<file path="config.mk">
export PLATFORM = sky130hd
export DESIGN_NAME = evr_ctrl_flat
export DESIGN_NICKNAME = d
export VERILOG_FILES = /design/src/design/evr_pkg.sv /design/src/design/evr_intf.sv /design/src/design/evr_ctrl.sv /design/src/flat_wrapper.sv
export SDC_FILE = /design/constraint.sdc
export NUM_CORES = 1
export LEC_CHECK = 0
export BUFFER_PORTS_ARGS = -buffer_cell sky130_fd_sc_hd__buf_2
export CORE_MARGIN = 4
export CORE_UTILIZATION = 50
export CTS_CLUSTER_SIZE = 16
export DETAILED_ROUTE_END_ITERATION = 16
export MAX_ROUTING_LAYER = met4
export PLACE_DENSITY = 0.73
export SYNTH_ARGS = -nofsm -noshare
export SYNTH_HDL_FRONTEND = slang
export SYNTH_SLANG_ARGS = --single-unit
</file>
<file path="constraint.sdc">
create_clock -name clk -period 9.3 [get_ports clk]
set_clock_uncertainty 0.2 [all_clocks]
set_input_delay 0.93 -clock clk [delete_from_list [all_inputs] [get_ports clk]]
set_output_delay 0.93 -clock clk [all_outputs]
set_load 0.05 [all_outputs]
</file>
<file path="src/design/evr_pkg.sv">
`timescale 1ns / 1ps

package evr_pkg;

  localparam int DEF_RECORD_DEPTH   = 32768;
  localparam int DEF_CHUNK_LENGTH   = 256;
  localparam int DEF_PREROLL_LENGTH = 512;

  localparam logic [2:0] CMD_PUSH   = 3'd0;
  localparam logic [2:0] CMD_READ   = 3'd1;
  localparam logic [2:0] CMD_LISTEN = 3'd2;
  localparam logic [2:0] CMD_RECORD = 3'd3;
  localparam logic [2:0] CMD_STOP   = 3'd4;

  localparam logic [2:0] REG_THRESHOLD  = 3'd0;
  localparam logic [2:0] REG_ONSET      = 3'd1;
  localparam logic [2:0] REG_HANGOVER   = 3'd2;
  localparam logic [2:0] REG_MIN_SPEECH = 3'd3;
  localparam logic [2:0] REG_MAX_SPEECH = 3'd4;

  localparam logic [14:0] RST_THRESHOLD  = 15'd1500;
  localparam logic [7:0]  RST_ONSET      = 8'd3;
  localparam logic [7:0]  RST_HANGOVER   = 8'd20;
  localparam logic [15:0] RST_MIN_SPEECH = 16'd10;
  localparam logic [15:0] RST_MAX_SPEECH = 16'd500;

  localparam logic [15:0] LEVEL_FLOOR = 16'd200;
  localparam logic [15:0] LEVEL_FULL  = 16'd15000;
  localparam logic [6:0]  LEVEL_MAX   = 7'd100;
  // floor(x / 150) for x < 15000
  localparam logic [15:0] RECIP_MULT  = 16'd55925;
  localparam int          RECIP_SHIFT = 23;

  localparam int ROOT_STEPS = 16;

  typedef struct packed {
    logic capture;
    logic push;
    logic read;
    logic clear_chunk;
    logic clear_stored;
    logic clear_fill;
    logic root_start;
    logic update_rms;
    logic drop_chunk;
    logic fill_adv;
    logic copy_go;
    logic copy_pre;
    logic out_load;
    logic out_speak;
    logic out_record;
    logic out_ended;
    logic out_dropped;
  } evr_cmd_t;

  typedef struct packed {
    logic chunk_last;
    logic root_busy;
    logic voiced;
    logic full;
    logic copy_busy;
    logic out_free;
  } evr_stat_t;

endpackage

</file>
<file path="src/design/evr_intf.sv">
`timescale 1ns / 1ps

interface evr_item_if;
  logic              valid;
  logic              ready;
  logic [2:0]        command;
  logic signed [15:0] sample;
  logic [14:0]       read_address;

  modport source (output valid, command, sample, read_address, input ready);
  modport sink (input valid, command, sample, read_address, output ready);
endinterface


</file>
<file path="src/design/evr_ctrl.sv">
`timescale 1ns / 1ps

module evr_ctrl (
  input  logic               clk,
  input  logic               rst,
  evr_item_if.sink           item,
  input  logic [7:0]         onset_chunks,
  input  logic [7:0]         hangover_chunks,
  input  logic [15:0]        min_speech_chunks,
  input  logic [15:0]        max_speech_chunks,
  input  evr_pkg::evr_stat_t stat,
  output evr_pkg::evr_cmd_t  cmd
);

  localparam logic [2:0] S_IDLE   = 3'd0;
  localparam logic [2:0] S_EXEC   = 3'd1;
  localparam logic [2:0] S_ROOT   = 3'd2;
  localparam logic [2:0] S_DECIDE = 3'd3;
  localparam logic [2:0] S_COPY   = 3'd4;
  localparam logic [2:0] S_RESP   = 3'd5;

  logic [2:0]  state, state_next;
  logic [2:0]  op;
  logic        listen, listen_next;
  logic        record, record_next;
  logic        speak, speak_next;
  logic [7:0]  voiced_run, voiced_run_next;
  logic [7:0]  quiet_run, quiet_run_next;
  logic [15:0] speech_length, speech_length_next;
  logic        ended, ended_next;
  logic        dropped, dropped_next;
  logic        accept;

  logic [7:0]  vr_inc;
  logic [7:0]  vr_new;
  logic [7:0]  qr_inc;
  logic [15:0] len_inc;
  logic        finish;

  assign item.ready = state == S_IDLE;
  assign accept     = item.valid && item.ready;
  assign vr_inc     = (voiced_run == 8'hFF) ? voiced_run : voiced_run + 1'b1;
  assign vr_new     = stat.voiced ? vr_inc : '0;
  assign qr_inc     = (quiet_run == 8'hFF) ? quiet_run : quiet_run + 1'b1;
  assign len_inc    = (speech_length == 16'hFFFF) ? speech_length : speech_length + 1'b1;

  always_ff @(posedge clk) begin
    if (accept) begin
      op <= item.command;
    end
  end

  always_comb begin
    state_next         = state;
    listen_next        = listen;
    record_next        = record;
    speak_next         = speak;
    voiced_run_next    = voiced_run;
    quiet_run_next     = quiet_run;
    speech_length_next = speech_length;
    ended_next         = ended;
    dropped_next       = dropped;
    finish             = 1'b0;
    cmd                = '0;
    cmd.capture        = accept;
    cmd.out_speak      = speak;
    cmd.out_record     = record;
    cmd.out_ended      = ended;
    cmd.out_dropped    = dropped;
    unique case (state)
      S_IDLE: begin
        if (accept) begin
          state_next   = S_EXEC;
          ended_next   = 1'b0;
          dropped_next = 1'b0;
        end
      end
      S_EXEC: begin
        state_next = S_RESP;
        unique case (op)
          evr_pkg::CMD_PUSH: begin
            if (listen || record) begin
              cmd.push = 1'b1;
              if (stat.chunk_last) begin
                cmd.root_start = 1'b1;
                state_next     = S_ROOT;
              end
            end
          end
          evr_pkg::CMD_READ: cmd.read = 1'b1;
          evr_pkg::CMD_LISTEN: begin
            cmd.clear_stored   = 1'b1;
            cmd.clear_fill     = 1'b1;
            cmd.clear_chunk    = 1'b1;
            listen_next        = 1'b1;
            record_next        = 1'b0;
            speak_next         = 1'b0;
            voiced_run_next    = '0;
            quiet_run_next     = '0;
            speech_length_next = '0;
          end
          evr_pkg::CMD_RECORD: begin
            cmd.clear_stored = 1'b1;
            cmd.clear_chunk  = 1'b1;
            listen_next      = 1'b0;
            record_next      = 1'b1;
            speak_next       = 1'b0;
          end
          evr_pkg::CMD_STOP: begin
            cmd.clear_chunk = 1'b1;
            listen_next     = 1'b0;
            record_next     = 1'b0;
            speak_next      = 1'b0;
          end
          default: ;
        endcase
      end
      S_ROOT: begin
        if (!stat.root_busy) begin
          state_next = S_DECIDE;
        end
      end
      S_DECIDE: begin
        state_next = S_RESP;
        if (record && stat.full) begin
          record_next    = 1'b0;
          speak_next     = 1'b0;
          cmd.drop_chunk = 1'b1;
          ended_next     = 1'b1;
        end else begin
          if (listen) begin
            cmd.update_rms  = 1'b1;
            voiced_run_next = vr_new;
            if (stat.voiced) begin
              quiet_run_next = '0;
              if (speak) begin
                speech_length_next = len_inc;
                if (len_inc >= max_speech_chunks) begin
                  finish     = 1'b1;
                  ended_next = 1'b1;
                end
              end
            end else if (speak) begin
              quiet_run_next = qr_inc;
              if (qr_inc >= hangover_chunks) begin
                finish = 1'b1;
                if (speech_length >= min_speech_chunks) begin
                  ended_next = 1'b1;
                end else begin
                  dropped_next     = 1'b1;
                  cmd.clear_stored = 1'b1;
                end
              end
            end
            if (finish) begin
              record_next    = 1'b0;
              speak_next     = 1'b0;
              cmd.drop_chunk = 1'b1;
            end else begin
              if (!speak && vr_new >= onset_chunks) begin
                record_next        = 1'b1;
                speak_next         = 1'b1;
                quiet_run_next     = '0;
                speech_length_next = 16'd1;
                cmd.copy_pre       = 1'b1;
              end
              cmd.fill_adv = 1'b1;
            end
          end
          if (!finish && record_next) begin
            cmd.copy_go = 1'b1;
            state_next  = S_COPY;
          end
        end
      end
      S_COPY: begin
        if (!stat.copy_busy) begin
          state_next = S_RESP;
        end
      end
      S_RESP: begin
        cmd.out_load = stat.out_free;
        if (stat.out_free) begin
          state_next = S_IDLE;
        end
      end
      default: state_next = S_IDLE;
    endcase
  end

  always_ff @(posedge clk) begin
    if (rst) begin
      state         <= S_IDLE;
      listen        <= 1'b0;
      record        <= 1'b0;
      speak         <= 1'b0;
      voiced_run    <= '0;
      quiet_run     <= '0;
      speech_length <= '0;
      ended         <= 1'b0;
      dropped       <= 1'b0;
    end else begin
      state         <= state_next;
      listen        <= listen_next;
      record        <= record_next;
      speak         <= speak_next;
      voiced_run    <= voiced_run_next;
      quiet_run     <= quiet_run_next;
      speech_length <= speech_length_next;
      ended         <= ended_next;
      dropped       <= dropped_next;
    end
  end

  a_speak_rec: assert property (@(posedge clk) disable iff (rst)
    speak |-> record) else $error("speaking without recording");
  a_root_state: assert property (@(posedge clk) disable iff (rst)
    stat.root_busy |-> state == S_ROOT) else $error("root unit busy outside wait");
  a_pulse_excl: assert property (@(posedge clk) disable iff (rst)
    !(ended && dropped)) else $error("end and drop pulses together");

endmodule

</file>
<file path="src/flat_wrapper.sv">
// flat-port wrapper written by rule: the top's interface ports become plain ports
module evr_ctrl_flat 
  (clk, rst, onset_chunks, hangover_chunks, min_speech_chunks, max_speech_chunks, stat, cmd, item_valid, item_command, item_sample, item_read_address, item_ready);
  evr_item_if item_i ();
  input  logic clk;
  input  logic rst;
  input  logic [7:0] onset_chunks;
  input  logic [7:0] hangover_chunks;
  input  logic [15:0] min_speech_chunks;
  input  logic [15:0] max_speech_chunks;
  input  evr_pkg::evr_stat_t stat;
  output evr_pkg::evr_cmd_t cmd;
  input wire logic [$bits(item_i.valid)-1:0] item_valid;
  input wire logic [$bits(item_i.command)-1:0] item_command;
  input wire logic [$bits(item_i.sample)-1:0] item_sample;
  input wire logic [$bits(item_i.read_address)-1:0] item_read_address;
  output wire logic [$bits(item_i.ready)-1:0] item_ready;
  assign item_i.valid = item_valid;
  assign item_i.command = item_command;
  assign item_i.sample = item_sample;
  assign item_i.read_address = item_read_address;
  assign item_ready = item_i.ready;
  evr_ctrl u_core (.clk(clk), .rst(rst), .item(item_i), .onset_chunks(onset_chunks), .hangover_chunks(hangover_chunks), .min_speech_chunks(min_speech_chunks), .max_speech_chunks(max_speech_chunks), .stat(stat), .cmd(cmd));
endmodule
</file>
# Word level (Yosys, flattened, before mapping)
# Index checks and enable logic that the tools add are counted.
# op_classes
reduce_logical	23
eq_ne	31
add_sub_neg	3
order_cmp	4
muxes	106
# ops
cell	n
$mux W16	8
$mux W8	12
$mux W1	63
$ge A16 B16 Y1	2
$pmux W16 S2	1
$pmux W8 S2	2
$mux W3	10
$ne A2 B2 Y1 const B	9
$pmux W3 S6	1
$add A16 B1 Y16 const B	1
$add A8 B1 Y8 const B	2
$eq A16 B16 Y1 const B	1
$eq A8 B8 Y1 const B	2
$ge A8 B8 Y1	2
$pmux W1 S2	7
$eq A3 B2 Y1 const B	4
$ne A4 B2 Y1 const B	3
$reduce_and A4 Y1	3
$eq A3 B3 Y1 const B	3
$reduce_and A8 Y1	1
$reduce_and A7 Y1	1
$eq A3 B1 Y1 const B	2
$logic_not A3 Y1	2
$ne A2 B1 Y1 const B	3
12 further kinds	22
# word_totals
reg_bits	43
in_bits	91
elab_cells	177
out_inout_bits	18

# Longest topological paths before layout
# Gate-level depths: netlist (run 1).
# logic_depth
word_depth	17
ltp_mapped	15
mapped_depth_nobuf	13

# Worst setup path after synthesis (run 1)
# OpenSTA, ideal clock, no wires.
# synth_timing
path_type	register to output
startpoint	reg u_core.voiced_run[0]
endpoint	out cmd[6] (netlist name)
path_stages_with_launch	14
path_slack_ns	4.413
arrival_ns	3.757
t_required_ns	8.170
path_buffers	1
cell_sequence	dfxtp_1 ha_1 nand2_1 or3_1 clkbuf_1 nand2_1 mux2_2 and2_1 ha_1 nand2_1 o21ai_1 a41oi_2 nor4_2 o21bai_1
# synth_rtl
item	line	rtl
start, declared	evr_ctrl.sv:27	logic [7:0] voiced_run, voiced_run_next;
start signal, assigned	evr_ctrl.sv:207	voiced_run <= voiced_run_next;
end, declared	flat_wrapper.sv:12	output evr_pkg::evr_cmd_t cmd;

==> results.yml, run 1 <==
outcome:
  outcome: "complete, no violations"
final_layout:
  regArea_um2: 891
  finalNetCount: 711
  drive_gt1_share_pct: 17.8
  multi_input_area_um2: 2710
  fin_cells: 671
  area_delta_synth_final_pct: 12.4
  diodes: 0
  n_fill_cell: 755
clock_tree:
  cts_buffers: 5
  cts_setup_buffers: 0
  cts.repair.resized: 0
  cts_tree: "built"
  holdBufCountCts: 0
  cts_sinks: 43
  insertion_delay_ps: 300
  cts_max_level: 2
  ctsRootBufferMaster: "clkbuf_8"
  clk_pin_slew_worst_paths_ps: 80
  clk_path_buf_depth: 2
setup_path:
  crit_required_ps: 8170
  crit_arrival_ps: 4110
  crit_type: "flop to output port"
  critPathMaxFanout: 8
  startpoint_type: "flop"
  endpoint_kind: "output port"
logic_synthesis:
  post-synth-top-count-cell: "inv_1"
  yosys_warnings: 0
  synth.avg_cell_area_um2: 7.75
  synth_cell_type_count: 69
  synth_edf_count: 3
  synth_top_area_share_pct: 20.4
  async_reset_ff_share_pct: 0
  synthFlopType: "dfxtp_1"
  syn_area_um2: 3920
  synthCells: 505
  yosys-top-cells-area: "dfxtp_1 20%, ha_1 16%, inv_1 5.5%, a21oi_1 4.6%, nor2_1 4.3%"
  syn_nets: 647
  seq_area_frac_synth_pct: 22.7
  yosys.area.top_type: "dfxtp_1"
  ys_seq_elements: 43
  synth_common_cells: "57 x inv_1, 51 x ha_1, 45 x nor2_1"
global_routing:
  grt_overflow: 0
  grt_pass1_wl_um: 15700
  met2_usage_pct: 36.6
  met3_usage_pct: 3.64
  grt_pass1_vias: 3553
  grt_antenna_before_repair: 0
  grt_use_total_pct: 21.7
  grt_max_degree: 26
  busiest_layer: "met2"
  use_met1_pct: 27.0
place:
  place_congestion: 0.887
  place_inst: 664
  dpl.hpwl_um: 7570
  port_buffers: 77
timing:
  min_period_ps: 5240
  finalSetupViolations: 0
  slew_headroom_pct: 16.7
  hold_slack_ps: 316
  fmax_ghz: 0.191
  finalCritPeriodShare_pct: 56.3
  slew_violations: 0
  worst_pin_slew_ps: 1240
  finalHoldViolations: 0
  rsz0062_at_grt: "false"
  setup_tns_ps: 0
power_and_ir_drop:
  seqPwrFrac_pct: 51.7
  combPwrFrac_pct: 17.5
  ir_drop_uv: 65.4
  p_leak_nw: 2.14
  clkPwrFrac_pct: 30.8
  swShare_pct: 28.9
  p_sw_mw: 0.108
  power_density_nw_per_um2: 85.3
  p_int_mw: 0.267
floorplan:
  coreArea_um2: 7690
  rows: 32
  initial_core_util_pct: 50.9
  die_x_um: 96.5
  io_pins: 109
  design.die.area_um2: 9310
  die_y_um: 96.5
routing:
  ant_nets: 0
  drt_iter0_markers: 167
  wl_per_cell_um: 14.1
  vias_per_cell: 5.72
  drc: 0
  finalWirelength_um: 9470
  vias: 3838
  firstDrtPassIters: 5
worst_hold_path:
  hp-class: "flop to flop"
run:
  cap_violations: 0
## final timing paths
kind	startpoint	end	slack, ps	depth (start not counted)
worst max-delay path	u_core.speech_length[1]$_SDFFE_PP0P_	cmd[6]	4060	14
worst min-delay path	u_core.speech_length[7]$_SDFFE_PP0P_	u_core.speech_length[7]$_SDFFE_PP0P_	320	1
worst max register to register	u_core.speech_length[1]$_SDFFE_PP0P_	u_core.state[0]$_SDFFE_PP0P_	5400	13
worst min register to register	u_core.speech_length[7]$_SDFFE_PP0P_	u_core.speech_length[7]$_SDFFE_PP0P_	320	1
## layer usage
metal | vias to the layer above | routed length [um]
met5 | - | 0
met4 | 0 | 175
met3 | 20 | 536
met2 | 117 | 4520
met1 | 1745 | 4240
li1 | 1956 | -
## flip-flops by register name, indices dropped and copies added (netlist names)
name and cells:
u_core.quiet_run 8, u_core.dropped 1, u_core.voiced_run 8, u_core.speech_length 16
u_core.listen 1, u_core.speak 1, u_core.op 3, u_core.ended 1
u_core.state 3, u_core.record 1
## power by group through the flow
stage               Clock [mW]  Sequential, mW  Combinational (mW)
floorplan                    0           0.195              0.0470
global placement             0           0.198              0.0643
detailed placement           0           0.198              0.0661
CTS                      0.118           0.194              0.0666
global route             0.126           0.195              0.0743
finish                   0.116           0.194              0.0659
## cells in the final DEF (no fill, tap or decap), drive strengths merged, types with 5 or more instances in the layout
cell    count
a21oi      36
xor2       11
or3         7
o21a        5
clkbuf      7
ha         51
nand3      16
buf        77
and3        6
mux2        5
a311oi      5
a211oi      8
inv        57
a21o        5
a31oi      11
o21ai      22
a32o        5
a22oi       5
dfxtp      40
nand2b     12
nor2       46
and2        6
nand2      36
xnor2       8
nand4       8
nor3       17
## area by class of cell
cell class              instances  area share, %
multi-input cells             385           61.5
inverters                      57           4.86
clock buffers                   7           1.73
repair buffers                 77           8.76
well taps                     102           2.90
flip-flops and latches         43           20.2
## worst max-delay path, cell delays in order, from the launching register on
cell and delay (ps):
dfxtp_1 450, ha_1 240, nand2_1 120, or3_4 430, nor3_4 390, nor3_1 150, xnor2_1 160, ha_1 330
a211o_1 290, a31oi_1 130, o21ai_0 130, a21oi_1 360, o21ai_0 200, o21bai_1 150, buf_2 290
## stage by stage
stage	total power, mW	worst slack [ps]	utilization, %	area (um^2)
floorplan	0.242	4410	-	3920
global placement	0.262	4410	56.3	4320
detailed placement	0.264	4440	56.3	4320
CTS	0.379	4090	57.2	4400
global route	0.395	3800	57.2	4400
finish	0.375	4060	57.2	4400
## cells by family (layout without fill, tap and decap cells)
kind of cell,Yosys count,in the layout,share of synthesized area (%)
fa+ha+maj,51,51,16.3
simple gates,174,174,23.1
xor+xnor,19,19,4.25
buf+inv,77,141,8.27
compound gates,133,133,23.1
flops,43,43,22.7
mux,8,8,2.20
Note: power is estimated with default switching activity, not from simulation.
==> run 2: changes to the inputs <==
- ABC_AREA: default -> 1
- PLACE_DENSITY: 0.73 -> 0.72
- clock period: 9.3 -> 5 ns (I/O delays scaled with it)
==> run 2 against run 1 <==
Sequential share of layout area is 1.6 points lower. Sequential cell count did not move. Highest routed layer unchanged. Hold slack got worse by 150 ps.
==> results.yml, run 2 <==
timing:
  min_period_ps: 4170
  finalSetupViolations: 0
  slew_violations: 0
  worst_pin_slew_ps: 738
  finalHoldViolations: 0
  slew_headroom_pct: 50.8
  setup_tns_ps: 0
  fmax_ghz: 0.240
  rsz0062_at_grt: "false"
  finalCritPeriodShare_pct: 83.3
  hold_slack_ps: 164
place:
  dpl.hpwl_um: 8370
  port_buffers: 77
  place_congestion: 0.901
routing:
  vias: 4387
  ant_nets: 0
  vias_per_cell: 5.22
  drc: 0
  firstDrtPassIters: 4
  wl_per_cell_um: 12.3
  drt_iter0_markers: 155
  finalWirelength_um: 10400
global_routing:
  grt_pass1_wl_um: 18000
  grt_max_degree: 39
  grt_antenna_before_repair: 0
  grt_pass1_vias: 4313
  grt_use_total_pct: 21.7
  grt_overflow: 0
setup_path:
  crit_arrival_ps: 3470
  r2r_setup_slack_ps: 1630
  startpoint: "u_core.speech_length[0]$_SDFFE_PP0P_"
  cp_slowest_cell: "dfxtp_1"
  cp_common_cell: "nand2_1"
  startpoint_type: "flop"
  endpoint_kind: "output port"
  crit_required_ps: 4300
  critPathMaxFanout: 13
  max_stage_delay_ps: 440
  crit_chain: "ha_1, nand2_1, nor3_4, nand2_2, nor2_4, inv_2, nand2_1, ha_1, nand2_1, nor3b_1, nand2_1, a21oi_1, nand2_1, nand4_1, nand2_1, inv_1, o21ai_0, inv_1, buf_2"
  crit_type: "flop to output port"
  r2r_start: "u_core.voiced_run[0]$_SDFFE_PP0P_"
power_and_ir_drop:
  ir_drop_uv: 167
  power_density_nw_per_um2: 164
  p_leak_nw: 2.54
logic_synthesis:
  synth_top_area_share_pct: 18.7
  synthXorXnorAreaFrac_pct: 3.07
  synth_common_cells: "150 x nand2_1, 122 x inv_1, 72 x a21oi_1"
  synth_edf_count: 3
  seq_area_frac_synth_pct: 20.8
  synthFlopType: "dfxtp_1"
  synth.area.mux_share_pct: 0
  yosys.area.top_type: "dfxtp_1"
  yosys_warnings: 0
  synth_fa_ha_area_share_pct: 14.9
  synth.avg_cell_area_um2: 6.38
  yosys-top-cells-area: "dfxtp_1 19%, ha_1 15%, nand2_1 13%, inv_1 11%, a21oi_1 8.4%"
  yosys.area_share.simple_pct: 29.9
  synth_cell_type_count: 45
  async_reset_ff_share_pct: 0
  syn_nets: 813
  synth_top_family_by_area: "simple AND/OR/NAND/NOR gates"
  syn_area_um2: 4280
  post-synth-top-count-cell: "nand2_1"
  synth_compound_area_share_pct: 17.2
  synthCells: 671
  ys_seq_elements: 43
clock_tree:
  cts_max_level: 2
  cts_sinks: 43
  clk_pin_slew_worst_paths_ps: 90
  cts_setup_buffers: 0
  cts_tree: "built"
  holdBufCountCts: 0
  insertion_delay_ps: 300
  clk_path_buf_depth: 2
  ctsRootBufferMaster: "clkbuf_8"
  cts_buffers: 5
  cts.repair.resized: 0
final_layout:
  regMostFlops: "u_core.speech_length"
  finalNetCount: 877
  largest_reg_flops: 16
  drive_gt1_share_pct: 15.4
  layout_common_cells: "150 x nand2_1, 122 x inv_1, 77 x buf_2"
  area_delta_synth_final_pct: 11.6
  diodes: 0
  reg_top3: "u_core.speech_length (16), u_core.quiet_run (8), u_core.voiced_run (8)"
  final_common_cell: "nand2_1"
floorplan:
  coreArea_um2: 8260
  initial_core_util_pct: 51.8
  die_x_um: 100
  rows: 33
  io_pins: 109
  die_y_um: 100
  design.die.area_um2: 10100
outcome:
  outcome: "complete, no violations"
worst_hold_path:
  hp-class: "input port to flop"
  hold_path.startpoint: "item_command[0]"
run:
  cap_violations: 0
-- run 2: layout make-up --
type                            instances  area [um^2]
Clock buffer                            5         68.8
Clock inverter                          3         20.0
Fill cell                             847         3480
Inverter                              130          490
Multi-Input combinational cell        477         2780
Sequential cell                        43          891
Tap cell                              105          131
Timing Repair Buffer                   78          393
-- run 2: power breakdown --
part	internal (mW)	total [mW]	switching, mW
clock network	0.0974	0.228	0.130
logic	0.0588	0.189	0.130
registers	0.357	0.367	0.00995
total	0.513	0.784	0.271
-- run 2: cell families after synthesis --
| family | count (synthesis) |
|---|---|
| AO/OA/AOI/OAI | 131 |
| XOR/XNOR | 15 |
| adder cells (fa/ha/maj) | 51 |
| buffers and inverters | 151 |
| flip-flops | 43 |
| AND/OR/NAND/NOR | 280 |
-- run 2: worst paths after layout --
path                                                end  cells after the start
hold / removal                   u_core.op[0]$_DFFE_PP_                      1
setup reg to reg  u_core.speech_length[15]$_SDFFE_PP0P_                     19
hold reg to reg             u_core.dropped$_SDFFE_PP0P_                      2
setup / recovery                                 cmd[6]                     19
-- run 2: per-layer routing --
metal / track usage (%) / vias to the layer above / routed length (um)
met1: 25.4 / 1968 / 4460
met4: 5.49 / 0 / 156
met2: 39.3 / 96 / 5260
li1: - / 2309 / -
met3: 2.49 / 14 / 488
met5: - / - / 0
-- run 2: critical path: cells and delay by family (launching register included) --
kind	cells	cell delay, ps
AOI/OAI and AO/OA	2	250
adders and majority gates	2	480
buffers and inverters	4	510
DFF	1	440
and+or+nand+nor	11	1480
-- run 2: through the flow --
stage,setup WS [ps],utilization [%],instances,area (um^2),power [mW]
2_1_floorplan,1430,-,671,4280,0.513
3_3_place_gp,1230,56.8,833,4690,0.558
3_5_place_dp,1200,56.8,833,4690,0.565
4_1_cts,860,57.8,841,4780,0.790
5_1_grt,480,57.8,841,4780,0.825
6_report,833,57.8,841,4780,0.784
